==> src/rtl/core/urtf_pkg.sv <==
// Shared types and constants for the UART receive and transmit byte FIFOs.
package urtf_pkg;

  // Default FIFO depths in bytes.
  localparam int DEF_RX_DEPTH = 256;
  localparam int DEF_TX_DEPTH = 256;

  // Width of the command field and of the reported levels.
  localparam int CMD_W   = 3;
  localparam int LEVEL_W = 9;

  // Command codes carried on the input channel.
  typedef enum logic [CMD_W-1:0] {
    CMD_RX_BYTE   = 3'd0,
    CMD_TX_READY  = 3'd1,
    CMD_PUSH_BYTE = 3'd2,
    CMD_PUSH_WORD = 3'd3,
    CMD_POP_BYTE  = 3'd4,
    CMD_POP_WORD  = 3'd5,
    CMD_QUERY     = 3'd6
  } cmd_t;

  // Status codes carried on the result channel.
  typedef enum logic [1:0] {
    STAT_DONE  = 2'd0,
    STAT_FULL  = 2'd1,
    STAT_EMPTY = 2'd2
  } status_t;

  // Sequencer states.
  typedef enum logic [1:0] {
    S_IDLE,
    S_ACCESS,
    S_OUT
  } seq_state_t;

  // One memory access request toward a FIFO.
  typedef struct packed {
    logic push;
    logic pop;
  } fifo_req_t;

endpackage

==> src/rtl/core/urtf_ram.sv <==
// Byte-wide synchronous memory with one write port and one registered read port.
module urtf_ram import urtf_pkg::*; #(
  parameter int DEPTH = DEF_RX_DEPTH,
  localparam int AW   = $clog2(DEPTH)
) (
  input  logic          clk,
  input  logic          wr_en,
  input  logic [AW-1:0] wr_addr,
  input  logic [7:0]    wr_data,
  input  logic          rd_en,
  input  logic [AW-1:0] rd_addr,
  output logic [7:0]    rd_data
);

  logic [7:0] mem [DEPTH];
  logic [7:0] rd_data_r;

  // Write port.
  always_ff @(posedge clk) begin
    if (wr_en) begin
      mem[wr_addr] <= wr_data;
    end
  end

  // Registered read port.
  always_ff @(posedge clk) begin
    if (rd_en) begin
      rd_data_r <= mem[rd_addr];
    end
  end

  assign rd_data = rd_data_r;

endmodule

==> src/rtl/core/urtf_ptrs.sv <==
// Write slot, read slot and fill count of one FIFO.
module urtf_ptrs import urtf_pkg::*; #(
  parameter int DEPTH = DEF_RX_DEPTH,
  localparam int AW   = $clog2(DEPTH),
  localparam int CW   = $clog2(DEPTH + 1)
) (
  input  logic          clk,
  input  logic          rst_n,
  input  fifo_req_t     req,
  output logic [AW-1:0] wr_slot,
  output logic [AW-1:0] rd_slot,
  output logic [CW-1:0] count
);

  logic [AW-1:0] wr_slot_r, wr_slot_nxt;
  logic [AW-1:0] rd_slot_r, rd_slot_nxt;
  logic [CW-1:0] count_r, count_nxt;

  // Slots wrap at the depth, which need not be a power of two.
  always_comb begin
    wr_slot_nxt = wr_slot_r;
    rd_slot_nxt = rd_slot_r;
    count_nxt   = count_r;
    if (req.push) begin
      wr_slot_nxt = (wr_slot_r == AW'(DEPTH - 1)) ? '0 : wr_slot_r + 1'b1;
    end
    if (req.pop) begin
      rd_slot_nxt = (rd_slot_r == AW'(DEPTH - 1)) ? '0 : rd_slot_r + 1'b1;
    end
    if (req.push && !req.pop) begin
      count_nxt = count_r + 1'b1;
    end else if (req.pop && !req.push) begin
      count_nxt = count_r - 1'b1;
    end
  end

  always_ff @(posedge clk) begin
    if (!rst_n) begin
      wr_slot_r <= '0;
      rd_slot_r <= '0;
      count_r   <= '0;
    end else begin
      wr_slot_r <= wr_slot_nxt;
      rd_slot_r <= rd_slot_nxt;
      count_r   <= count_nxt;
    end
  end

  assign wr_slot = wr_slot_r;
  assign rd_slot = rd_slot_r;
  assign count   = count_r;

endmodule

==> src/rtl/core/urtf_seq.sv <==
// Command sequencer: checks room, issues byte accesses and builds the result word.
module urtf_seq import urtf_pkg::*; #(
  parameter int RX_DEPTH = DEF_RX_DEPTH,
  parameter int TX_DEPTH = DEF_TX_DEPTH,
  localparam int RCW     = $clog2(RX_DEPTH + 1),
  localparam int TCW     = $clog2(TX_DEPTH + 1)
) (
  input  logic               clk,
  input  logic               rst_n,
  input  logic               in_valid,
  output logic               in_stall,
  input  logic [CMD_W-1:0]   in_command,
  input  logic [31:0]        in_data,
  output logic               out_valid,
  input  logic               out_stall,
  output logic [1:0]         out_status,
  output logic [31:0]        out_read_data,
  output logic               out_tx_valid,
  output logic [7:0]         out_tx_byte,
  output logic               out_tx_irq_enable,
  output logic [LEVEL_W-1:0] out_rx_level,
  output logic [LEVEL_W-1:0] out_tx_level,
  input  logic [RCW-1:0]     rx_count,
  input  logic [TCW-1:0]     tx_count,
  input  logic [7:0]         rx_q,
  input  logic [7:0]         tx_q,
  output fifo_req_t          rx_req,
  output fifo_req_t          tx_req,
  output logic [7:0]         wr_byte
);

  seq_state_t state_r, state_nxt;
  cmd_t       cmd_r, cmd_nxt;
  status_t    status_r, status_nxt;
  logic [31:0] sh_r, sh_nxt;
  logic [31:0] acc_r, acc_nxt;
  logic [1:0]  beat_r, beat_nxt;
  logic [1:0]  last_r, last_nxt;
  logic        rd_pend_r, rd_pend_nxt;
  logic        tx_idle_r, tx_idle_nxt;

  logic               out_valid_r, out_valid_nxt;
  logic [1:0]         out_status_r, out_status_nxt;
  logic [31:0]        out_read_data_r, out_read_data_nxt;
  logic               out_tx_valid_r, out_tx_valid_nxt;
  logic [7:0]         out_tx_byte_r, out_tx_byte_nxt;
  logic               out_tx_irq_enable_r, out_tx_irq_enable_nxt;
  logic [LEVEL_W-1:0] out_rx_level_r, out_rx_level_nxt;
  logic [LEVEL_W-1:0] out_tx_level_r, out_tx_level_nxt;

  cmd_t        cmd_in;
  status_t     dec_status;
  logic        dec_access;
  logic [1:0]  dec_last;
  logic [31:0] dec_word;
  logic        accept;
  logic        slot_free;
  logic [7:0]  rd_q;
  logic        is_pop;

  assign cmd_in    = cmd_t'(in_command);
  assign in_stall  = (state_r != S_IDLE);
  assign accept    = in_valid && !in_stall;
  assign slot_free = !out_valid_r || !out_stall;
  assign rd_q      = (cmd_r == CMD_TX_READY) ? tx_q : rx_q;
  assign is_pop    = (cmd_r == CMD_POP_BYTE) || (cmd_r == CMD_POP_WORD);
  assign wr_byte   = sh_r[31:24];

  // Decode the incoming command against the current fill counts.
  always_comb begin
    dec_status = STAT_DONE;
    dec_access = 1'b0;
    dec_last   = 2'd0;
    dec_word   = in_data;
    unique case (cmd_in)
      CMD_RX_BYTE: begin
        if (rx_count == RCW'(RX_DEPTH)) begin
          dec_status = STAT_FULL;
        end else begin
          dec_access = 1'b1;
          dec_word   = {in_data[7:0], 24'h0};
        end
      end
      CMD_TX_READY: begin
        if (tx_count == '0) begin
          dec_status = STAT_EMPTY;
        end else begin
          dec_access = 1'b1;
        end
      end
      CMD_PUSH_BYTE: begin
        if (tx_count == TCW'(TX_DEPTH)) begin
          dec_status = STAT_FULL;
        end else begin
          dec_access = 1'b1;
          dec_word   = {in_data[7:0], 24'h0};
        end
      end
      CMD_PUSH_WORD: begin
        if (tx_count > TCW'(TX_DEPTH - 4)) begin
          dec_status = STAT_FULL;
        end else begin
          dec_access = 1'b1;
          dec_last   = 2'd3;
        end
      end
      CMD_POP_BYTE: begin
        if (rx_count == '0) begin
          dec_status = STAT_EMPTY;
        end else begin
          dec_access = 1'b1;
        end
      end
      CMD_POP_WORD: begin
        if (rx_count < RCW'(4)) begin
          dec_status = STAT_EMPTY;
        end else begin
          dec_access = 1'b1;
          dec_last   = 2'd3;
        end
      end
      default: begin
      end
    endcase
  end

  // Next state, memory requests and result assembly.
  always_comb begin
    state_nxt   = state_r;
    cmd_nxt     = cmd_r;
    status_nxt  = status_r;
    sh_nxt      = sh_r;
    beat_nxt    = beat_r;
    last_nxt    = last_r;
    tx_idle_nxt = tx_idle_r;
    rd_pend_nxt = 1'b0;
    rx_req      = '0;
    tx_req      = '0;
    // A byte read in the previous cycle is shifted in below the older ones.
    acc_nxt     = rd_pend_r ? {acc_r[23:0], rd_q} : acc_r;

    out_valid_nxt         = out_valid_r && out_stall;
    out_status_nxt        = out_status_r;
    out_read_data_nxt     = out_read_data_r;
    out_tx_valid_nxt      = out_tx_valid_r;
    out_tx_byte_nxt       = out_tx_byte_r;
    out_tx_irq_enable_nxt = out_tx_irq_enable_r;
    out_rx_level_nxt      = out_rx_level_r;
    out_tx_level_nxt      = out_tx_level_r;

    unique case (state_r)
      S_IDLE: begin
        if (accept) begin
          cmd_nxt    = cmd_in;
          status_nxt = dec_status;
          sh_nxt     = dec_word;
          last_nxt   = dec_last;
          beat_nxt   = 2'd0;
          acc_nxt    = '0;
          if (cmd_in == CMD_TX_READY) begin
            tx_idle_nxt = (dec_status != STAT_DONE);
          end else if ((cmd_in == CMD_PUSH_BYTE || cmd_in == CMD_PUSH_WORD) &&
                       dec_status == STAT_DONE) begin
            tx_idle_nxt = 1'b0;
          end
          state_nxt = dec_access ? S_ACCESS : S_OUT;
        end
      end
      S_ACCESS: begin
        unique case (cmd_r)
          CMD_RX_BYTE: begin
            rx_req.push = 1'b1;
          end
          CMD_PUSH_BYTE, CMD_PUSH_WORD: begin
            tx_req.push = 1'b1;
          end
          CMD_TX_READY: begin
            tx_req.pop  = 1'b1;
            rd_pend_nxt = 1'b1;
          end
          CMD_POP_BYTE, CMD_POP_WORD: begin
            rx_req.pop  = 1'b1;
            rd_pend_nxt = 1'b1;
          end
          default: begin
          end
        endcase
        sh_nxt   = {sh_r[23:0], 8'h0};
        beat_nxt = beat_r + 2'd1;
        if (beat_r == last_r) begin
          state_nxt = S_OUT;
        end
      end
      S_OUT: begin
        if (slot_free) begin
          out_valid_nxt         = 1'b1;
          out_status_nxt        = status_r;
          out_read_data_nxt     = is_pop ? acc_nxt : '0;
          out_tx_valid_nxt      = (cmd_r == CMD_TX_READY) && (status_r == STAT_DONE);
          out_tx_byte_nxt       = (cmd_r == CMD_TX_READY) ? acc_nxt[7:0] : '0;
          out_tx_irq_enable_nxt = !tx_idle_r;
          out_rx_level_nxt      = LEVEL_W'(rx_count);
          out_tx_level_nxt      = LEVEL_W'(tx_count);
          state_nxt             = S_IDLE;
        end
      end
      default: begin
        state_nxt = S_IDLE;
      end
    endcase
  end

  // Control registers.
  always_ff @(posedge clk) begin
    if (!rst_n) begin
      state_r     <= S_IDLE;
      rd_pend_r   <= 1'b0;
      tx_idle_r   <= 1'b1;
      out_valid_r <= 1'b0;
    end else begin
      state_r     <= state_nxt;
      rd_pend_r   <= rd_pend_nxt;
      tx_idle_r   <= tx_idle_nxt;
      out_valid_r <= out_valid_nxt;
    end
  end

  // Working and result payload registers.
  always_ff @(posedge clk) begin
    cmd_r               <= cmd_nxt;
    status_r            <= status_nxt;
    sh_r                <= sh_nxt;
    acc_r               <= acc_nxt;
    beat_r              <= beat_nxt;
    last_r              <= last_nxt;
    out_status_r        <= out_status_nxt;
    out_read_data_r     <= out_read_data_nxt;
    out_tx_valid_r      <= out_tx_valid_nxt;
    out_tx_byte_r       <= out_tx_byte_nxt;
    out_tx_irq_enable_r <= out_tx_irq_enable_nxt;
    out_rx_level_r      <= out_rx_level_nxt;
    out_tx_level_r      <= out_tx_level_nxt;
  end

  assign out_valid         = out_valid_r;
  assign out_status        = out_status_r;
  assign out_read_data     = out_read_data_r;
  assign out_tx_valid      = out_tx_valid_r;
  assign out_tx_byte       = out_tx_byte_r;
  assign out_tx_irq_enable = out_tx_irq_enable_r;
  assign out_rx_level      = out_rx_level_r;
  assign out_tx_level      = out_tx_level_r;

endmodule

==> src/rtl/core/uart_rx_tx_byte_fifos_unit.sv <==
// UART receive and transmit byte FIFOs: top level.
// From accept, a query or a refused command goes straight to the result register;
// a byte operation first makes one access and a word push or pop makes four.
// A new command is taken only once the previous result word is registered; a word
// takes four accesses to the byte-wide FIFO memory, one per cycle.
// Reset (synchronous, active low) empties both FIFOs and sets the transmitter idle.
module uart_rx_tx_byte_fifos_unit import urtf_pkg::*; #(
  parameter int RX_DEPTH = DEF_RX_DEPTH,
  parameter int TX_DEPTH = DEF_TX_DEPTH
) (
  input  logic               clk,
  input  logic               rst_n,
  input  logic               in_valid,
  output logic               in_stall,
  input  logic [CMD_W-1:0]   in_command,
  input  logic [31:0]        in_data,
  output logic               out_valid,
  input  logic               out_stall,
  output logic [1:0]         out_status,
  output logic [31:0]        out_read_data,
  output logic               out_tx_valid,
  output logic [7:0]         out_tx_byte,
  output logic               out_tx_irq_enable,
  output logic [LEVEL_W-1:0] out_rx_level,
  output logic [LEVEL_W-1:0] out_tx_level
);

  localparam int RAW = $clog2(RX_DEPTH);
  localparam int TAW = $clog2(TX_DEPTH);
  localparam int RCW = $clog2(RX_DEPTH + 1);
  localparam int TCW = $clog2(TX_DEPTH + 1);

  fifo_req_t      rx_req;
  fifo_req_t      tx_req;
  logic [RAW-1:0] rx_wr_slot, rx_rd_slot;
  logic [TAW-1:0] tx_wr_slot, tx_rd_slot;
  logic [RCW-1:0] rx_count;
  logic [TCW-1:0] tx_count;
  logic [7:0]     rx_q, tx_q;
  logic [7:0]     wr_byte;

  // Receive FIFO pointers and storage.
  urtf_ptrs #(.DEPTH(RX_DEPTH)) u_rx_ptrs (
    .clk     (clk),
    .rst_n   (rst_n),
    .req     (rx_req),
    .wr_slot (rx_wr_slot),
    .rd_slot (rx_rd_slot),
    .count   (rx_count)
  );

  urtf_ram #(.DEPTH(RX_DEPTH)) u_rx_ram (
    .clk     (clk),
    .wr_en   (rx_req.push),
    .wr_addr (rx_wr_slot),
    .wr_data (wr_byte),
    .rd_en   (rx_req.pop),
    .rd_addr (rx_rd_slot),
    .rd_data (rx_q)
  );

  // Transmit FIFO pointers and storage.
  urtf_ptrs #(.DEPTH(TX_DEPTH)) u_tx_ptrs (
    .clk     (clk),
    .rst_n   (rst_n),
    .req     (tx_req),
    .wr_slot (tx_wr_slot),
    .rd_slot (tx_rd_slot),
    .count   (tx_count)
  );

  urtf_ram #(.DEPTH(TX_DEPTH)) u_tx_ram (
    .clk     (clk),
    .wr_en   (tx_req.push),
    .wr_addr (tx_wr_slot),
    .wr_data (wr_byte),
    .rd_en   (tx_req.pop),
    .rd_addr (tx_rd_slot),
    .rd_data (tx_q)
  );

  // Command sequencer and result register.
  urtf_seq #(.RX_DEPTH(RX_DEPTH), .TX_DEPTH(TX_DEPTH)) u_seq (
    .clk               (clk),
    .rst_n             (rst_n),
    .in_valid          (in_valid),
    .in_stall          (in_stall),
    .in_command        (in_command),
    .in_data           (in_data),
    .out_valid         (out_valid),
    .out_stall         (out_stall),
    .out_status        (out_status),
    .out_read_data     (out_read_data),
    .out_tx_valid      (out_tx_valid),
    .out_tx_byte       (out_tx_byte),
    .out_tx_irq_enable (out_tx_irq_enable),
    .out_rx_level      (out_rx_level),
    .out_tx_level      (out_tx_level),
    .rx_count          (rx_count),
    .tx_count          (tx_count),
    .rx_q              (rx_q),
    .tx_q              (tx_q),
    .rx_req            (rx_req),
    .tx_req            (tx_req),
    .wr_byte           (wr_byte)
  );

endmodule
==> config.mk <==
export PLATFORM = sky130hd
export DESIGN_NAME = uart_rx_tx_byte_fifos_unit
export DESIGN_NICKNAME = d
export VERILOG_FILES = /design/src/rtl/core/urtf_pkg.sv /design/src/rtl/core/urtf_ram.sv /design/src/rtl/core/urtf_ptrs.sv /design/src/rtl/core/urtf_seq.sv /design/src/rtl/core/uart_rx_tx_byte_fifos_unit.sv
export SDC_FILE = /design/constraint.sdc
export NUM_CORES = 2
export LEC_CHECK = 0
export ABC_CLOCK_PERIOD_IN_PS = 10650
export BUFFER_PORTS_ARGS = -buffer_cell sky130_fd_sc_hd__buf_2
export CELL_PAD_IN_SITES_DETAIL_PLACEMENT = 1
export CELL_PAD_IN_SITES_GLOBAL_PLACEMENT = 2
export CORE_MARGIN = 2
export CORE_UTILIZATION = 42
export DETAILED_ROUTE_END_ITERATION = 6
export PLACE_DENSITY = 0.7
export SLEW_MARGIN = 20
export SYNTH_ARGS = -nofsm -noshare
export SYNTH_HDL_FRONTEND = slang
export SYNTH_HIERARCHICAL = 1
export SYNTH_SLANG_ARGS = --single-unit
==> constraint.sdc <==
create_clock -name clk -period 10.65 [get_ports clk]
set_input_delay 2.13 -clock clk [delete_from_list [all_inputs] [get_ports clk]]
set_output_delay 2.13 -clock clk [all_outputs]
set_load 0.01 [all_outputs]
==> flow_metrics.tcl <==
set metrics [dict create \
    grt_pass1_wl_um 646000 \
    yosys.area.top_type "edfxtp_1" \
    hold_viol 0 \
    critPathMaxFanout 120 \
    synth.most_common_cell "edfxtp_1" \
    ios 103 \
    ys.flop_type "edfxtp_1" \
    cts_max_path_buffers 4 \
    synth-seq-area-share_pct 76.5 \
    port_buffers 102 \
    yosys-top-cells-area "edfxtp_1, mux4_2, mux2i_1" \
    synth.distinct_cells 82 \
    core.rowCount 232 \
    period_needed_ns 4.96 \
    met3_length_um 33600 \
    die_x_um 636 \
    met2WireLength_um 213000 \
    fillers 36200 \
    clock_sinks 4301 \
    vias_per_cell 5.96 \
    post_cts_buffers 0 \
    synth.avg_cell_area_um2 20.3 \
    ant_nets 0 \
    relSlewSlack_pct 17.2 \
    power_mw 35.5 \
    core_um2 399000 \
    crit_arrival_ns 5.62 \
    cts_root_buffer "clkbuf_16" \
    peakVddDrop_uv 142 \
    dieArea_um2 404000 \
    syn_area_um2 168000 \
    finalSetupViolCount 0 \
    worst_pin_slew_ns 1.23 \
    top_layer "met5" \
    grt_max_degree 208 \
    cts_resized 0 \
    async_flop_share_pct 0 \
    wl_per_cell_um 31.7 \
    synth_commonest_cells "edfxtp_1, mux4_2, nor2_1" \
    route.vias.total 84000 \
    hp-class "register to register" \
    drt-pass1-iter-count 5 \
    finalMaxSlewViolations 0 \
    tns_ns 0 \
    rsz0062_at_grt "no" \
    drive_gt1_share_pct 21.8 \
    cts_buffers 428 \
    grt_pass1_vias 87300 \
    cts_tree "done" \
    antenna_found_initial 19 \
    crit_type "register to register" \
    whs_ns 0.427 \
    max_freq_mhz 202 \
    area_growth_pct 11.9 \
    cp-end-kind "register" \
    path_clk_slew_ns 0.07 \
    required_ns 11.31 \
    ys_seq_elements 4301 \
    maxCapViolations 0 \
    start_util_pct 42.1 \
    startpoint_type "register" \
    grt-ovfl-total 0 \
    fin_worst_skew_ns 0.0519 \
    synth-edff-count 4214 \
    synth_warnings 6 \
    wl_met1_um 190000 \
    final_core_util_pct 47.1 \
    synth_top_cell_area_share_pct 75.5 \
    die_y_um 636 \
    drtIter0Drc 8652 \
    postSynthCellCount 8254 \
    ctsHtreeMaxLevel 5 \
    wl_um 446000 \
    final_nets 8520 \
    clk_latency_ns 0.98 \
    fin_crit_sh_pct 46.6 \
    power_density_nw_per_um2 189 \
    cts_hold_buf 0 \
    track_usage_pct 21.9 \
    hpwlAfterDp_um 268000 \
    syn_nets 8315 \
    gp_congestion 0.803 \
    p_leak_nw 55.5 \
    drc 0 \
    status "completed" \
]
==> power breakdown <==
| part | internal [mW] | switching (mW) |
|---|---|---|
| Sequential | 19.1 | 0.0380 |
| Clock | 8.68 | 6.41 |
| Combinational | 0.220 | 0.998 |
==> metal layers <==
metal / GRT usage (%) / vias up
met5: 0 / -
met3: 3.88 / 530
met1: 31.6 / 45800
met2: 34.8 / 3057
li1: - / 34600
met4: 4.71 / 2
==> registers in the layout, summed over array words and instances, names as in the netlist, 3 cells and up <==
| signal | count |
|---|---|
| u_rx_ram/mem | 2048 |
| u_tx_ram/mem | 2048 |
| u_seq/acc_r | 32 |
| u_seq/out_read_data | 32 |
| u_seq/sh_r | 32 |
| u_rx_ptrs/count | 9 |
| u_seq/out_rx_level | 9 |
| u_seq/out_tx_level | 9 |
| u_tx_ptrs/count | 9 |
| u_rx_ptrs/rd_slot | 8 |
| u_rx_ptrs/wr_slot | 8 |
| u_rx_ram/rd_data | 8 |
| u_seq/out_tx_byte | 8 |
| u_tx_ptrs/rd_slot | 8 |
| u_tx_ptrs/wr_slot | 8 |
| u_tx_ram/rd_data | 8 |
| u_seq/cmd_r | 3 |
==> cell families (layout without fill, tap and decap cells) <==
| group | after synthesis | after routing | share of synthesized area (%) |
|---|---|---|---|
| AO/OA/AOI/OAI | 890 | 890 | 3.73 |
| other | 0 | 11 | 0 |
| XOR/XNOR | 31 | 31 | 0.162 |
| adder cells (fa/ha/maj) | 22 | 22 | 0.173 |
| AND/OR/NAND/NOR | 1261 | 1261 | 3.43 |
| buffers and inverters | 527 | 1089 | 1.89 |
| flip-flops | 4301 | 4301 | 76.5 |
| multiplexers | 1222 | 1222 | 14.1 |
==> area by class of cell <==
| cell class | instances | area (µm²) | area share (%) |
|---|---|---|---|
| diodes | 11 | 27.5 | 0.0147 |
| inverters | 18 | 67.6 | 0.0360 |
| clock inverters | 250 | 2460 | 1.31 |
| repair buffers | 284 | 2160 | 1.15 |
| clock buffers | 537 | 11500 | 6.13 |
| well taps | 5265 | 6590 | 3.51 |
| flip-flops and latches | 4301 | 128000 | 68.4 |
| multi-input cells | 3426 | 36600 | 19.5 |
==> worst paths after layout <==
path,start,to,slack (ns),depth (start not counted)
worst max-delay path,u_tx_ptrs/rd_slot[0]$_SDFFE_PN0P_,u_tx_ram/rd_data[7]$_DFFE_PP_,5.69,7
worst min-delay path,u_seq/status_r[0]$_DFFE_PP_,u_seq/out_status[0]$_DFFE_PP_,0.43,0
worst max register to register,u_tx_ptrs/rd_slot[0]$_SDFFE_PN0P_,u_tx_ram/rd_data[7]$_DFFE_PP_,5.69,7
worst min register to register,u_seq/status_r[0]$_DFFE_PP_,u_seq/out_status[0]$_DFFE_PP_,0.43,0
==> layout by cell type (no fill, tap or decap), types with 56 or more instances in the layout <==
master and count:
o22ai_1 56, clkbuf_16 444, nand3_1 69, nand2_1 154, mux4_2 908, edfxtp_1 4214, a22oi_1 266, buf_2 102
dfxtp_1 76, buf_4 158, clkinv_2 69, mux2i_1 300, clkbuf_1 89, nor2b_1 74, a21oi_1 223, nor2_1 665
o221ai_1 92, clkinv_1 98
==> worst max-delay path: stages, from the launching register on <==
cell and delay (ns):
dfxtp_4 0.70, buf_4 0.74, buf_12 0.72, mux4_2 0.59, o211ai_1 0.25, nand3_1 0.33, nor4_1 0.95, nor4_1 0.17
==> metrics by stage <==
| step | area, µm² | setup WS (ns) | instances |
|---|---|---|---|
| 3_3_place_gp | 173000 | 5.29 | 13300 |
| 2_1_floorplan | 168000 | 5.06 | 8254 |
| 5_1_grt | 188000 | 5.44 | 14100 |
| 6_report | 188000 | 5.69 | 14100 |
| 3_5_place_dp | 174000 | 5.65 | 13300 |
| 4_1_cts | 188000 | 5.65 | 14100 |
Power figures use the tool's default switching activity.
